===== src/rtl/sxlt_pkg.sv =====
package sxlt_pkg;

    // Widths of the request and response fields.
    localparam int CLIENT_W = 3;
    localparam int SLOT_W   = 3;
    localparam int COUNT_W  = 4;
    localparam int STATUS_W = 2;

    // Width of a per-slot shared holder count.
    localparam int HOLD_W = 4;

    // Number of client identities that the client field can name.
    localparam int CLIENT_IDS = 1 << CLIENT_W;

    // Request operation codes.
    typedef enum logic {
        OP_RANGE   = 1'b0,
        OP_RELEASE = 1'b1
    } op_t;

    // Response status codes.
    typedef enum logic [STATUS_W-1:0] {
        ST_OK   = 2'd0,
        ST_BUSY = 2'd1,
        ST_ERR  = 2'd2
    } status_t;

    // One request word as held in the input register.
    typedef struct packed {
        op_t                operation;
        logic [CLIENT_W-1:0] client;
        logic               bound;
        logic [SLOT_W-1:0]  first_slot;
        logic [COUNT_W-1:0] slot_count;
        logic               do_lock;
        logic               want_shared;
    } req_t;

    // Outcome of evaluating one request.
    typedef struct packed {
        status_t status;
        logic    wr_client;
    } res_t;

endpackage


===== src/rtl/sxlt_req_if.sv =====
interface sxlt_req_if;
    import sxlt_pkg::*;

    logic                valid;
    logic                ready;
    logic                operation;
    logic [CLIENT_W-1:0] client;
    logic                bound;
    logic [SLOT_W-1:0]   first_slot;
    logic [COUNT_W-1:0]  slot_count;
    logic                do_lock;
    logic                want_shared;

    modport source (
        output valid, operation, client, bound, first_slot, slot_count, do_lock,
               want_shared,
        input  ready
    );

    modport sink (
        input  valid, operation, client, bound, first_slot, slot_count, do_lock,
               want_shared,
        output ready
    );
endinterface


===== src/rtl/sxlt_rsp_if.sv =====
interface sxlt_rsp_if;
    import sxlt_pkg::*;

    logic                valid;
    logic                ready;
    logic [STATUS_W-1:0] status;

    modport source (
        output valid, status,
        input  ready
    );

    modport sink (
        input  valid, status,
        output ready
    );
endinterface


===== src/rtl/shared_exclusive_slot_lock_table.sv =====
// Shared/exclusive lock table over NUM_SLOTS slots for up to NUM_CLIENTS clients. Each request
// word is held in the input register and then passes through the slot compare and update logic
// into the status register, which offers its status word. Every slot of a range is checked and
// updated at once as a bit mask, so a new request word is accepted in every cycle while the
// response side keeps taking status words; the table state seen by a request already includes
// every earlier request. A stalled response holds the status register and, one word later, the
// input register.
module shared_exclusive_slot_lock_table #(
    parameter int NUM_SLOTS   = 8,
    parameter int NUM_CLIENTS = 8
) (
    input  logic              clk,
    input  logic              rst_n,
    sxlt_req_if.sink          req,
    sxlt_rsp_if.source        rsp
);
    import sxlt_pkg::*;

    // Only client numbers that the client field can carry need a mask entry.
    localparam int CLIENT_ENTRIES = (NUM_CLIENTS < CLIENT_IDS) ? NUM_CLIENTS : CLIENT_IDS;
    localparam int CIDX_W         = $clog2(CLIENT_ENTRIES);

    logic                                 s1_valid_reg;
    logic                                 s1_valid_next;
    req_t                                 s1_req_reg;
    logic                                 out_valid_reg;
    logic                                 out_valid_next;
    status_t                              status_reg;
    logic                                 s1_advance;
    logic                                 commit;
    logic [CIDX_W-1:0]                    cidx;
    logic                                 cidx_ok;
    logic [NUM_SLOTS-1:0]                 my_shared;
    logic [NUM_SLOTS-1:0]                 my_excl;

    logic [NUM_SLOTS-1:0][HOLD_W-1:0]     holders_reg;
    logic [NUM_SLOTS-1:0]                 excl_valid_reg;
    logic [NUM_SLOTS-1:0][CLIENT_W-1:0]   excl_owner_reg;
    logic [CLIENT_ENTRIES-1:0][NUM_SLOTS-1:0] client_shared_reg;
    logic [CLIENT_ENTRIES-1:0][NUM_SLOTS-1:0] client_excl_reg;

    logic [NUM_SLOTS-1:0][HOLD_W-1:0]     holders_next;
    logic [NUM_SLOTS-1:0]                 excl_valid_next;
    logic [NUM_SLOTS-1:0][CLIENT_W-1:0]   excl_owner_next;
    logic [NUM_SLOTS-1:0]                 my_shared_next;
    logic [NUM_SLOTS-1:0]                 my_excl_next;
    res_t                                 res;

    // Handshake: the held request moves on when the status register is free or being emptied.
    assign s1_advance = !out_valid_reg || rsp.ready;
    assign commit     = s1_valid_reg && s1_advance;
    assign req.ready  = !s1_valid_reg || s1_advance;

    assign rsp.valid  = out_valid_reg;
    assign rsp.status = status_reg;

    // The requester's own masks; a client without an entry reads as holding nothing.
    assign cidx      = s1_req_reg.client[CIDX_W-1:0];
    assign cidx_ok   = 32'(s1_req_reg.client) < CLIENT_ENTRIES;
    assign my_shared = cidx_ok ? client_shared_reg[cidx] : '0;
    assign my_excl   = cidx_ok ? client_excl_reg[cidx] : '0;

    sxlt_eval #(
        .NUM_SLOTS   (NUM_SLOTS),
        .NUM_CLIENTS (NUM_CLIENTS)
    ) u_eval (
        .req             (s1_req_reg),
        .holders         (holders_reg),
        .excl_valid      (excl_valid_reg),
        .excl_owner      (excl_owner_reg),
        .my_shared       (my_shared),
        .my_excl         (my_excl),
        .holders_next    (holders_next),
        .excl_valid_next (excl_valid_next),
        .excl_owner_next (excl_owner_next),
        .my_shared_next  (my_shared_next),
        .my_excl_next    (my_excl_next),
        .res             (res)
    );

    // Valid flags of the input and status registers.
    always_comb
    begin
        s1_valid_next = s1_valid_reg;
        if (req.valid && req.ready)
        begin
            s1_valid_next = 1'b1;
        end
        else if (s1_advance)
        begin
            s1_valid_next = 1'b0;
        end

        out_valid_next = out_valid_reg;
        if (commit)
        begin
            out_valid_next = 1'b1;
        end
        else if (rsp.ready)
        begin
            out_valid_next = 1'b0;
        end
    end

    always_ff @(posedge clk or negedge rst_n)
    begin
        if (!rst_n)
        begin
            s1_valid_reg  <= 1'b0;
            out_valid_reg <= 1'b0;
        end
        else
        begin
            s1_valid_reg  <= s1_valid_next;
            out_valid_reg <= out_valid_next;
        end
    end

    // Input register: captures one request word.
    always_ff @(posedge clk)
    begin
        if (req.valid && req.ready)
        begin
            s1_req_reg.operation   <= op_t'(req.operation);
            s1_req_reg.client      <= req.client;
            s1_req_reg.bound       <= req.bound;
            s1_req_reg.first_slot  <= req.first_slot;
            s1_req_reg.slot_count  <= req.slot_count;
            s1_req_reg.do_lock     <= req.do_lock;
            s1_req_reg.want_shared <= req.want_shared;
        end
    end

    // Status register.
    always_ff @(posedge clk)
    begin
        if (commit)
        begin
            status_reg <= res.status;
        end
    end

    // Lock table state, updated as each request commits.
    always_ff @(posedge clk or negedge rst_n)
    begin
        if (!rst_n)
        begin
            holders_reg       <= '0;
            excl_valid_reg    <= '0;
            excl_owner_reg    <= '0;
            client_shared_reg <= '0;
            client_excl_reg   <= '0;
        end
        else if (commit)
        begin
            holders_reg    <= holders_next;
            excl_valid_reg <= excl_valid_next;
            excl_owner_reg <= excl_owner_next;
            if (res.wr_client)
            begin
                client_shared_reg[cidx] <= my_shared_next;
                client_excl_reg[cidx]   <= my_excl_next;
            end
        end
    end
endmodule


===== src/rtl/sxlt_eval.sv =====
module sxlt_eval #(
    parameter int NUM_SLOTS  = 8,
    parameter int NUM_CLIENTS = 8
) (
    input  sxlt_pkg::req_t                              req,
    input  logic [NUM_SLOTS-1:0][sxlt_pkg::HOLD_W-1:0]   holders,
    input  logic [NUM_SLOTS-1:0]                        excl_valid,
    input  logic [NUM_SLOTS-1:0][sxlt_pkg::CLIENT_W-1:0] excl_owner,
    input  logic [NUM_SLOTS-1:0]                        my_shared,
    input  logic [NUM_SLOTS-1:0]                        my_excl,
    output logic [NUM_SLOTS-1:0][sxlt_pkg::HOLD_W-1:0]   holders_next,
    output logic [NUM_SLOTS-1:0]                        excl_valid_next,
    output logic [NUM_SLOTS-1:0][sxlt_pkg::CLIENT_W-1:0] excl_owner_next,
    output logic [NUM_SLOTS-1:0]                        my_shared_next,
    output logic [NUM_SLOTS-1:0]                        my_excl_next,
    output sxlt_pkg::res_t                              res
);
    import sxlt_pkg::*;

    localparam int END_W = COUNT_W + 1;

    logic [END_W-1:0]     range_end;
    logic                 known;
    logic                 bad_range;
    logic                 busy;
    logic [NUM_SLOTS-1:0] in_range;
    logic [NUM_SLOTS-1:0] own_excl;
    logic [NUM_SLOTS-1:0] other_excl;
    logic [NUM_SLOTS-1:0] slot_busy;

    // Range bounds and client validity.
    assign range_end = END_W'(req.first_slot) + END_W'(req.slot_count);
    assign known     = req.bound && (32'(req.client) < NUM_CLIENTS);
    assign bad_range = (req.slot_count == '0) || (32'(range_end) > NUM_SLOTS);

    // Per-slot range membership, ownership and conflict, all in parallel.
    for (genvar s = 0; s < NUM_SLOTS; s++) begin : g_slot
        assign in_range[s]   = (32'(req.first_slot) <= s) && (s < 32'(range_end));
        assign own_excl[s]   = excl_valid[s] && (excl_owner[s] == req.client);
        assign other_excl[s] = excl_valid[s] && (excl_owner[s] != req.client);
        assign slot_busy[s]  = other_excl[s] ||
                               (!req.want_shared && (holders[s] > HOLD_W'(my_shared[s])));
    end

    // A lock is refused if any slot of the range conflicts.
    assign busy = |(in_range & slot_busy);

    // Status and next table state.
    always_comb
    begin
        holders_next    = holders;
        excl_valid_next = excl_valid;
        excl_owner_next = excl_owner;
        my_shared_next  = my_shared;
        my_excl_next    = my_excl;
        res.status      = ST_OK;
        res.wr_client   = 1'b0;

        if (req.operation == OP_RELEASE)
        begin
            // Release drops every hold of a known client and always answers ok.
            if (known)
            begin
                res.wr_client  = 1'b1;
                my_shared_next = '0;
                my_excl_next   = '0;
                for (int s = 0; s < NUM_SLOTS; s++)
                begin
                    if (my_shared[s] && (holders[s] != '0))
                    begin
                        holders_next[s] = holders[s] - HOLD_W'(1);
                    end
                    if (my_excl[s] && own_excl[s])
                    begin
                        excl_valid_next[s] = 1'b0;
                        excl_owner_next[s] = '0;
                    end
                end
            end
        end
        else if (!known || bad_range)
        begin
            res.status = ST_ERR;
        end
        else if (req.do_lock && busy)
        begin
            res.status = ST_BUSY;
        end
        else
        begin
            res.wr_client = 1'b1;
            for (int s = 0; s < NUM_SLOTS; s++)
            begin
                if (in_range[s])
                begin
                    if (req.do_lock && req.want_shared)
                    begin
                        // A slot already held shared is not counted twice.
                        if (!my_shared[s])
                        begin
                            my_shared_next[s] = 1'b1;
                            holders_next[s]   = holders[s] + HOLD_W'(1);
                        end
                    end
                    else if (req.do_lock)
                    begin
                        my_excl_next[s]    = 1'b1;
                        excl_valid_next[s] = 1'b1;
                        excl_owner_next[s] = req.client;
                    end
                    else if (req.want_shared)
                    begin
                        if (my_shared[s])
                        begin
                            my_shared_next[s] = 1'b0;
                            if (holders[s] != '0)
                            begin
                                holders_next[s] = holders[s] - HOLD_W'(1);
                            end
                        end
                    end
                    else
                    begin
                        // The owner is cleared only when it is this client.
                        if (my_excl[s])
                        begin
                            my_excl_next[s] = 1'b0;
                            if (own_excl[s])
                            begin
                                excl_valid_next[s] = 1'b0;
                                excl_owner_next[s] = '0;
                            end
                        end
                    end
                end
            end
        end
    end
endmodule


===== src/flat_wrapper.sv =====
// flat-port wrapper written by rule: the top's interface ports become plain ports
module shared_exclusive_slot_lock_table_flat import sxlt_pkg::*;
#(
    parameter int NUM_SLOTS   = 8,
    parameter int NUM_CLIENTS = 8
)
  (clk, rst_n, req_valid, req_operation, req_client, req_bound, req_first_slot, req_slot_count, req_do_lock, req_want_shared, req_ready, rsp_valid, rsp_status, rsp_ready);
  sxlt_req_if req_i ();
  sxlt_rsp_if rsp_i ();
  input  logic clk;
  input  logic rst_n;
  input wire logic [$bits(req_i.valid)-1:0] req_valid;
  input wire logic [$bits(req_i.operation)-1:0] req_operation;
  input wire logic [$bits(req_i.client)-1:0] req_client;
  input wire logic [$bits(req_i.bound)-1:0] req_bound;
  input wire logic [$bits(req_i.first_slot)-1:0] req_first_slot;
  input wire logic [$bits(req_i.slot_count)-1:0] req_slot_count;
  input wire logic [$bits(req_i.do_lock)-1:0] req_do_lock;
  input wire logic [$bits(req_i.want_shared)-1:0] req_want_shared;
  output wire logic [$bits(req_i.ready)-1:0] req_ready;
  output wire logic [$bits(rsp_i.valid)-1:0] rsp_valid;
  output wire logic [$bits(rsp_i.status)-1:0] rsp_status;
  input wire logic [$bits(rsp_i.ready)-1:0] rsp_ready;
  assign req_i.valid = req_valid;
  assign req_i.operation = req_operation;
  assign req_i.client = req_client;
  assign req_i.bound = req_bound;
  assign req_i.first_slot = req_first_slot;
  assign req_i.slot_count = req_slot_count;
  assign req_i.do_lock = req_do_lock;
  assign req_i.want_shared = req_want_shared;
  assign req_ready = req_i.ready;
  assign rsp_valid = rsp_i.valid;
  assign rsp_status = rsp_i.status;
  assign rsp_i.ready = rsp_ready;
  shared_exclusive_slot_lock_table #(.NUM_SLOTS(NUM_SLOTS), .NUM_CLIENTS(NUM_CLIENTS)) u_core (.clk(clk), .rst_n(rst_n), .req(req_i), .rsp(rsp_i));
endmodule

===== config.mk =====
export PLATFORM = sky130hd
export DESIGN_NAME = shared_exclusive_slot_lock_table_flat
export DESIGN_NICKNAME = d
export VERILOG_FILES = /design/src/rtl/sxlt_pkg.sv /design/src/rtl/sxlt_req_if.sv /design/src/rtl/sxlt_rsp_if.sv /design/src/rtl/shared_exclusive_slot_lock_table.sv /design/src/rtl/sxlt_eval.sv /design/src/flat_wrapper.sv
export SDC_FILE = /design/constraint.sdc
export NUM_CORES = 1
export LEC_CHECK = 0
export ABC_AREA = 0
export ABC_CLOCK_PERIOD_IN_PS = 4800
export BUFFER_PORTS_ARGS = -buffer_cell sky130_fd_sc_hd__buf_4
export CAP_MARGIN = 30
export CORE_MARGIN = 4
export CORE_UTILIZATION = 63
export DETAILED_ROUTE_END_ITERATION = 12
export MAX_ROUTING_LAYER = met4
export PLACE_DENSITY = 0.8
export SYNTH_ARGS = -nofsm -noshare
export SYNTH_HDL_FRONTEND = slang
export SYNTH_SLANG_ARGS = --single-unit

===== constraint.sdc =====
create_clock -name clk -period 4.8 [get_ports clk]
set_input_delay 0.48 -clock clk [delete_from_list [all_inputs] [get_ports clk]]
set_output_delay 0.48 -clock clk [all_outputs]
set_load 0.02 [all_outputs]

==> metrics.yaml, run 1 <==
leakagePower_nw: 6.17
final_hold_viol_count: 0
grt_overflow: 0
drt-vias-per-instance: 6.64
fin_crit_ns: 4.50
clk_path_buf_depth: 3
syn_nets: 1052
ys_warn_count: 0
h-tree-depth: 1
numCtsBuffers: 23
syn_avg_cell_area_um2: 11.7
seq_area_frac_synth: 0.455
post-place-ws_ns: 0.239
drv_cap: 0
p_total_mw: 5.15
postLayoutSetupSlackWorst_ns: 0.302
grt_pass1_wl_mm: 45.8
via_count: 8564
synthArstFlopShare: 0.924
area_delta_synth_final_pct: 11.7
synth_enable_flop_cells: 16
hold_path_class: "in2reg"
cts_tree: "yes"
vdd_drop_max_v: 0.000367
grt_max_degree: 127
dpl.hpwl_mm: 19.2
die_h_um: 144
power.density_nw_per_um2: 393
critPathRequiredTime_ns: 5.20
worstPathCellList: "and2_1 -> a221o_1 -> a221o_1 -> ha_1 -> nor2_1 -> o41ai_1 -> a221oi_1 -> a221o_1 -> o31ai_4 -> buf_12 -> nand4_4 -> mux2_2"
route.detailed.drc: 0
tns_ns: 0
dieWidth_um: 144
cp_num_cells: 12
cts_root_buffer: "clkbuf_16"
critPathMaxStageDelay_ns: 0.65
path_buf_inv: 1
r2r_cells: 12
wirelength_mm: 28.8
worst_pin_slew_ns: 0.930
finClkSkew_ns: 0.0325
grt.total_usage: 0.289
postRouteAntennaNets: 0
hold_depth: 1
pin_count: 22
cp_slowest_cell: "edfxtp_1"
ys.flop_type: "dfrtp_1"
synth.distinct_cells: 74
clock-sinks: 210
cp_max_fo: 32
diodes: 0
drt_first_iter_violations: 924
num-fill-cells: 1211
drt_pass1_iterations: 8
cpMostUsedCell: "a221o_1"
start_util: 0.646
routedWlPerCell_um: 22.4
yosys.area.top_type: "dfrtp_1"
first_global_vias: 8365
yosys-top-cells-area: "dfrtp_1, mux2_2, edfxtp_1"
crit_arrival_ns: 4.90
slew_viol_final: 0
cp-end-kind: "flip-flop"
synth-seq-cells: 210
rows: 49
layout-drive-gt1-share: 0.280
worst_skew_pair.late_latency_ns: 0.54
path_class: "reg2reg"
synth_cells: 1000
status: "finished clean"
setup_violations: 0
synthDominantCellAreaShare: 0.414
finalCritPeriodShare: 0.937
rsz0062_at_grt: "false"
synth_area_um2: 11700
antenna_found_initial: 0
gp_congestion: 0.949
fp.dieArea_um2: 20900
fmax_mhz: 222
core-area_um2: 18100
nets: 1097
clkTransAtPathRegs_ns: 0.07
max_slew_margin: 0.380
cp-start-kind: "flip-flop"
io_buffers: 21
cp_top_family: "compound AO/OA/AOI/OAI gates"
-- metrics by stage --
step | instances | instance area [um^2] | util | hold slack (ns)
3_5_place_dp | 1242 | 12300 | 0.676 | 0.464
3_3_place_gp | 1242 | 12300 | 0.676 | 0.460
5_1_grt | 1289 | 13100 | 0.721 | 0.0997
6_report | 1289 | 13100 | 0.721 | 0.111
4_1_cts | 1282 | 13000 | 0.716 | 0.0968
2_1_floorplan | 1000 | 11700 | - | 0.184
-- cell usage after synthesis, types with 4 or more instances --
| cell | number |
|---|---|
| xor2_1 | 23 |
| inv_1 | 42 |
| o31ai_1 | 7 |
| dfrtp_1 | 194 |
| mux4_2 | 8 |
| a22oi_1 | 13 |
| o41ai_1 | 4 |
| nand2_1 | 44 |
| o22ai_1 | 17 |
| or3_1 | 5 |
| edfxtp_1 | 16 |
| nor2b_1 | 5 |
| nand3_1 | 32 |
| mux2_1 | 13 |
| mux2_4 | 18 |
| nor3_1 | 12 |
| or4_1 | 8 |
| a221o_1 | 7 |
| nand4_1 | 17 |
| nor2_1 | 34 |
| clkbuf_1 | 25 |
| mux2_2 | 136 |
| ha_1 | 33 |
| nand2b_1 | 7 |
| nand3b_1 | 4 |
| buf_6 | 5 |
| mux2i_1 | 33 |
| and3_1 | 12 |
| o211ai_1 | 11 |
| buf_2 | 20 |
| o21ai_0 | 14 |
| o21ai_1 | 9 |
| a221oi_1 | 18 |
| and2_1 | 10 |
| a21o_1 | 4 |
| a211oi_2 | 7 |
| a22o_1 | 8 |
| xnor2_1 | 34 |
| a21oi_1 | 25 |
| a211oi_1 | 10 |
-- per-layer routing --
layer / up-vias / wire length [um] / track usage
met5: - / 0 / -
met4: 0 / 864 / 0.0869
met3: 62 / 2090 / 0.0470
met2: 363 / 13400 / 0.437
met1: 4327 / 12500 / 0.407
li1: 3812 / - / -
-- report_power, final --
group          internal (mW)  switching, mW
Clock                  0.989          0.732
Sequential              2.05          0.213
Combinational          0.518          0.654
-- path summary, 6_finish.rpt --
kind | start | to | slack, ns
hold / removal | req_slot_count[1] | u_core.s1_req_reg[3] | 0.11
max in group asynchronous | rst_n | u_core.client_excl_reg[10] | 3.26
hold reg to reg | u_core.holders_reg[23] | u_core.holders_reg[23] | 0.47
setup / recovery | u_core.cidx[0] | u_core.client_shared_reg[22] | 0.30
min in group asynchronous | rst_n | u_core.client_shared_reg[37] | 0.40
setup reg to reg | u_core.cidx[0] | u_core.client_shared_reg[22] | 0.30
-- logic make-up after synthesis --
kind of cell	after synthesis	share of synthesized area
AO/OA/AOI/OAI	185	0.120
adder cells (fa/ha/maj)	34	0.0369
XOR/XNOR	57	0.0426
multiplexers	208	0.210
buffers and inverters	96	0.0364
AND/OR/NAND/NOR	210	0.0991
flip-flops	210	0.455
-- cell type report --
type / instances / area, um^2 / area share
sequential: 210 / 5340 / 0.408
inverter: 43 / 161 / 0.0123
clock inverter: 9 / 91.3 / 0.00698
multi-input combinational: 694 / 5980 / 0.457
clock buffer: 31 / 636 / 0.0486
tap: 229 / 287 / 0.0219
timing repair buffer: 73 / 602 / 0.0460
-- layout by cell type (no fill, tap or decap), types with 10 or more instances in the layout --
cell type  count
dfrtp_1      194
mux2_2       136
buf_4         68
nand2_1       44
inv_1         42
xnor2_1       34
nor2_1        33
mux2i_1       33
ha_1          33
nand3_1       32
a21oi_1       25
xor2_1        23
clkbuf_16     23
mux2_4        18
a221oi_1      17
o22ai_1       17
nand4_1       17
edfxtp_1      16
o21ai_0       14
a22oi_1       13
mux2_1        13
nor3_1        12
and3_1        12
o211ai_1      11
and2_1        10
a211oi_1      10
-- timing repair --
action / in CTS / in global routing
hold endpoints to repair: 0 / 22
hold buffers: 0 / 1
setup buffers: 0 / 5
endpoints found under the setup margin: 0 / 56
resized for setup: 0 / 2
Note: power is estimated with default switching activity, not from simulation.
==> run 2, diff against run 1 <==
- CAP_MARGIN: 30 -> 20
- CTS_BUF_LIST: unset -> sky130_fd_sc_hd__clkbuf_2
==> metrics.yaml, run 2 (synthesis gave the netlist of run 1 again) <==
antenna_found_initial: 1
clock-sinks: 210
h-tree-depth: 2
hold_path_class: "in2async"
seq_power_share: 0.483
numCtsBuffers: 54
grt_max_degree: 127
cp-start-kind: "flip-flop"
via_count: 8750
worstPathCellList: "and2_1 -> a221o_1 -> a221o_1 -> ha_1 -> nor2_1 -> o41ai_1 -> a221oi_1 -> a221o_1 -> o31ai_4 -> buf_12 -> nand4_4 -> mux2_2"
hold_ws_ns: 0.363
gp_congestion: 0.949
fin_crit_ns: 4.49
slew_viol_final: 0
core-area_um2: 18100
wirelength_mm: 28.9
finClkSkew_ns: 0.0511
cts_root_buffer: "clkbuf_2"
critPathRequiredTime_ns: 5.50
critPathMaxStageDelay_ns: 0.65
drv_cap: 0
leakagePower_nw: 6.25
place_area_um2: 12300
power.density_nw_per_um2: 359
drt-vias-per-instance: 6.43
routedWlPerCell_um: 21.3
p_sw_frac: 0.342
finalCritPeriodShare: 0.936
fp.dieArea_um2: 20900
grt_pass1_wl_mm: 46.3
postRouteAntennaNets: 0
p_total_mw: 4.67
fmax_mhz: 223
cp_slowest_cell: "edfxtp_1"
dpl.hpwl_mm: 19.2
area_delta_synth_final_pct: 10.9
cp_max_fo: 32
io_buffers: 21
final_util: 0.716
start_util: 0.646
combinationalPowerShare: 0.253
p_sw_mw: 1.60
pin_count: 22
die_h_um: 144
cpMostUsedCell: "a221o_1"
max_slew_margin: 0.334
postLayoutCellArea_um2: 13000
intPower_mw: 3.07
first_global_vias: 8629
grt.total_usage: 0.293
layout-drive-gt1-share: 0.307
rsz0062_at_grt: "false"
route.detailed.drc: 0
crit_arrival_ns: 5.19
power.share.clock: 0.265
tns_ns: 0
status: "finished clean"
grt_overflow: 0
layout_commonest_cell: "dfrtp_1"
clkTransAtPathRegs_ns: 0.10
cp-end-kind: "flip-flop"
worst_skew_pair.late_latency_ns: 0.85
drt_first_iter_violations: 948
path_class: "reg2reg"
final_hold_viol_count: 0
vdd_drop_max_v: 0.000290
drt_pass1_iterations: 5
worst_pin_slew_ns: 0.999
setup_violations: 0
nets: 1144
cts_tree: "yes"
dieWidth_um: 144
rows: 49
final_cell_mix: "dfrtp_1, mux2_2, clkbuf_2"
clk_path_buf_depth: 3
-- run 2: through the flow --
step,setup WS (ns),std cells
2_1_floorplan,0.627,1000
3_3_place_gp,0.370,1242
3_5_place_dp,0.239,1242
4_1_cts,0.177,1353
5_1_grt,0.0551,1359
6_report,0.307,1360
-- run 2: critical path, delay by kind of cell, from the launching register on --
family,cells,cell delay [ns]
mux,1,0.42
compound gates,6,2.00
buf+inv,1,0.25
flops,1,0.65
fa+ha+maj,1,0.30
simple gates,3,0.73
-- run 2: power groups by stage --
stage | clock network (mW) | registers (mW) | logic (mW)
6_report | 1.24 | 2.25 | 1.18
4_1_cts | 1.27 | 2.25 | 1.16
5_1_grt | 1.37 | 2.28 | 1.30
3_5_place_dp | 0 | 2.28 | 1.14
3_3_place_gp | 0 | 2.27 | 1.10
2_1_floorplan | 0 | 2.22 | 0.839
-- run 2: final timing paths --
| kind | startpoint | to | slack, ns | depth (start not counted) |
|---|---|---|---|---|
| hold reg to reg | u_core.holders_reg[23] | u_core.holders_reg[23] | 0.48 | 1 |
| setup / recovery | u_core.cidx[0] | u_core.client_shared_reg[20] | 0.31 | 12 |
| max in group asynchronous | rst_n | u_core.holders_reg[8] | 3.34 | 3 |
| setup reg to reg | u_core.cidx[0] | u_core.client_shared_reg[20] | 0.31 | 12 |
| min in group clk | req_slot_count[1] | u_core.s1_req_reg[3] | 0.37 | 2 |
| hold / removal | rst_n | u_core.client_shared_reg[54] | 0.36 | 2 |
-- run 2: cell type report --
cell class | instances | area [um^2]
Antenna cell | 2 | 5.00
Clock buffer | 81 | 405
Clock inverter | 12 | 82.6
Fill cell | 1246 | 5140
Inverter | 43 | 161
Multi-Input combinational cell | 694 | 5980
Sequential cell | 210 | 5340
Tap cell | 229 | 287
Timing Repair Buffer | 89 | 744
-- run 2: layer usage --
metal / part of all wire / up-vias / global-route usage
met5: 0 / - / -
met4: 0.031 / 0 / 0.0992
met3: 0.082 / 81 / 0.0605
met2: 0.46 / 417 / 0.434
met1: 0.43 / 4306 / 0.408
li1: - / 3946 / -
-- run 2: repair_timing --
item                                   CTS  global route
gates resized for setup                  0             3
setup endpoints to repair                0            74
setup buffers                            0             5
endpoints found under the hold margin  140             0
hold buffers                            18             0
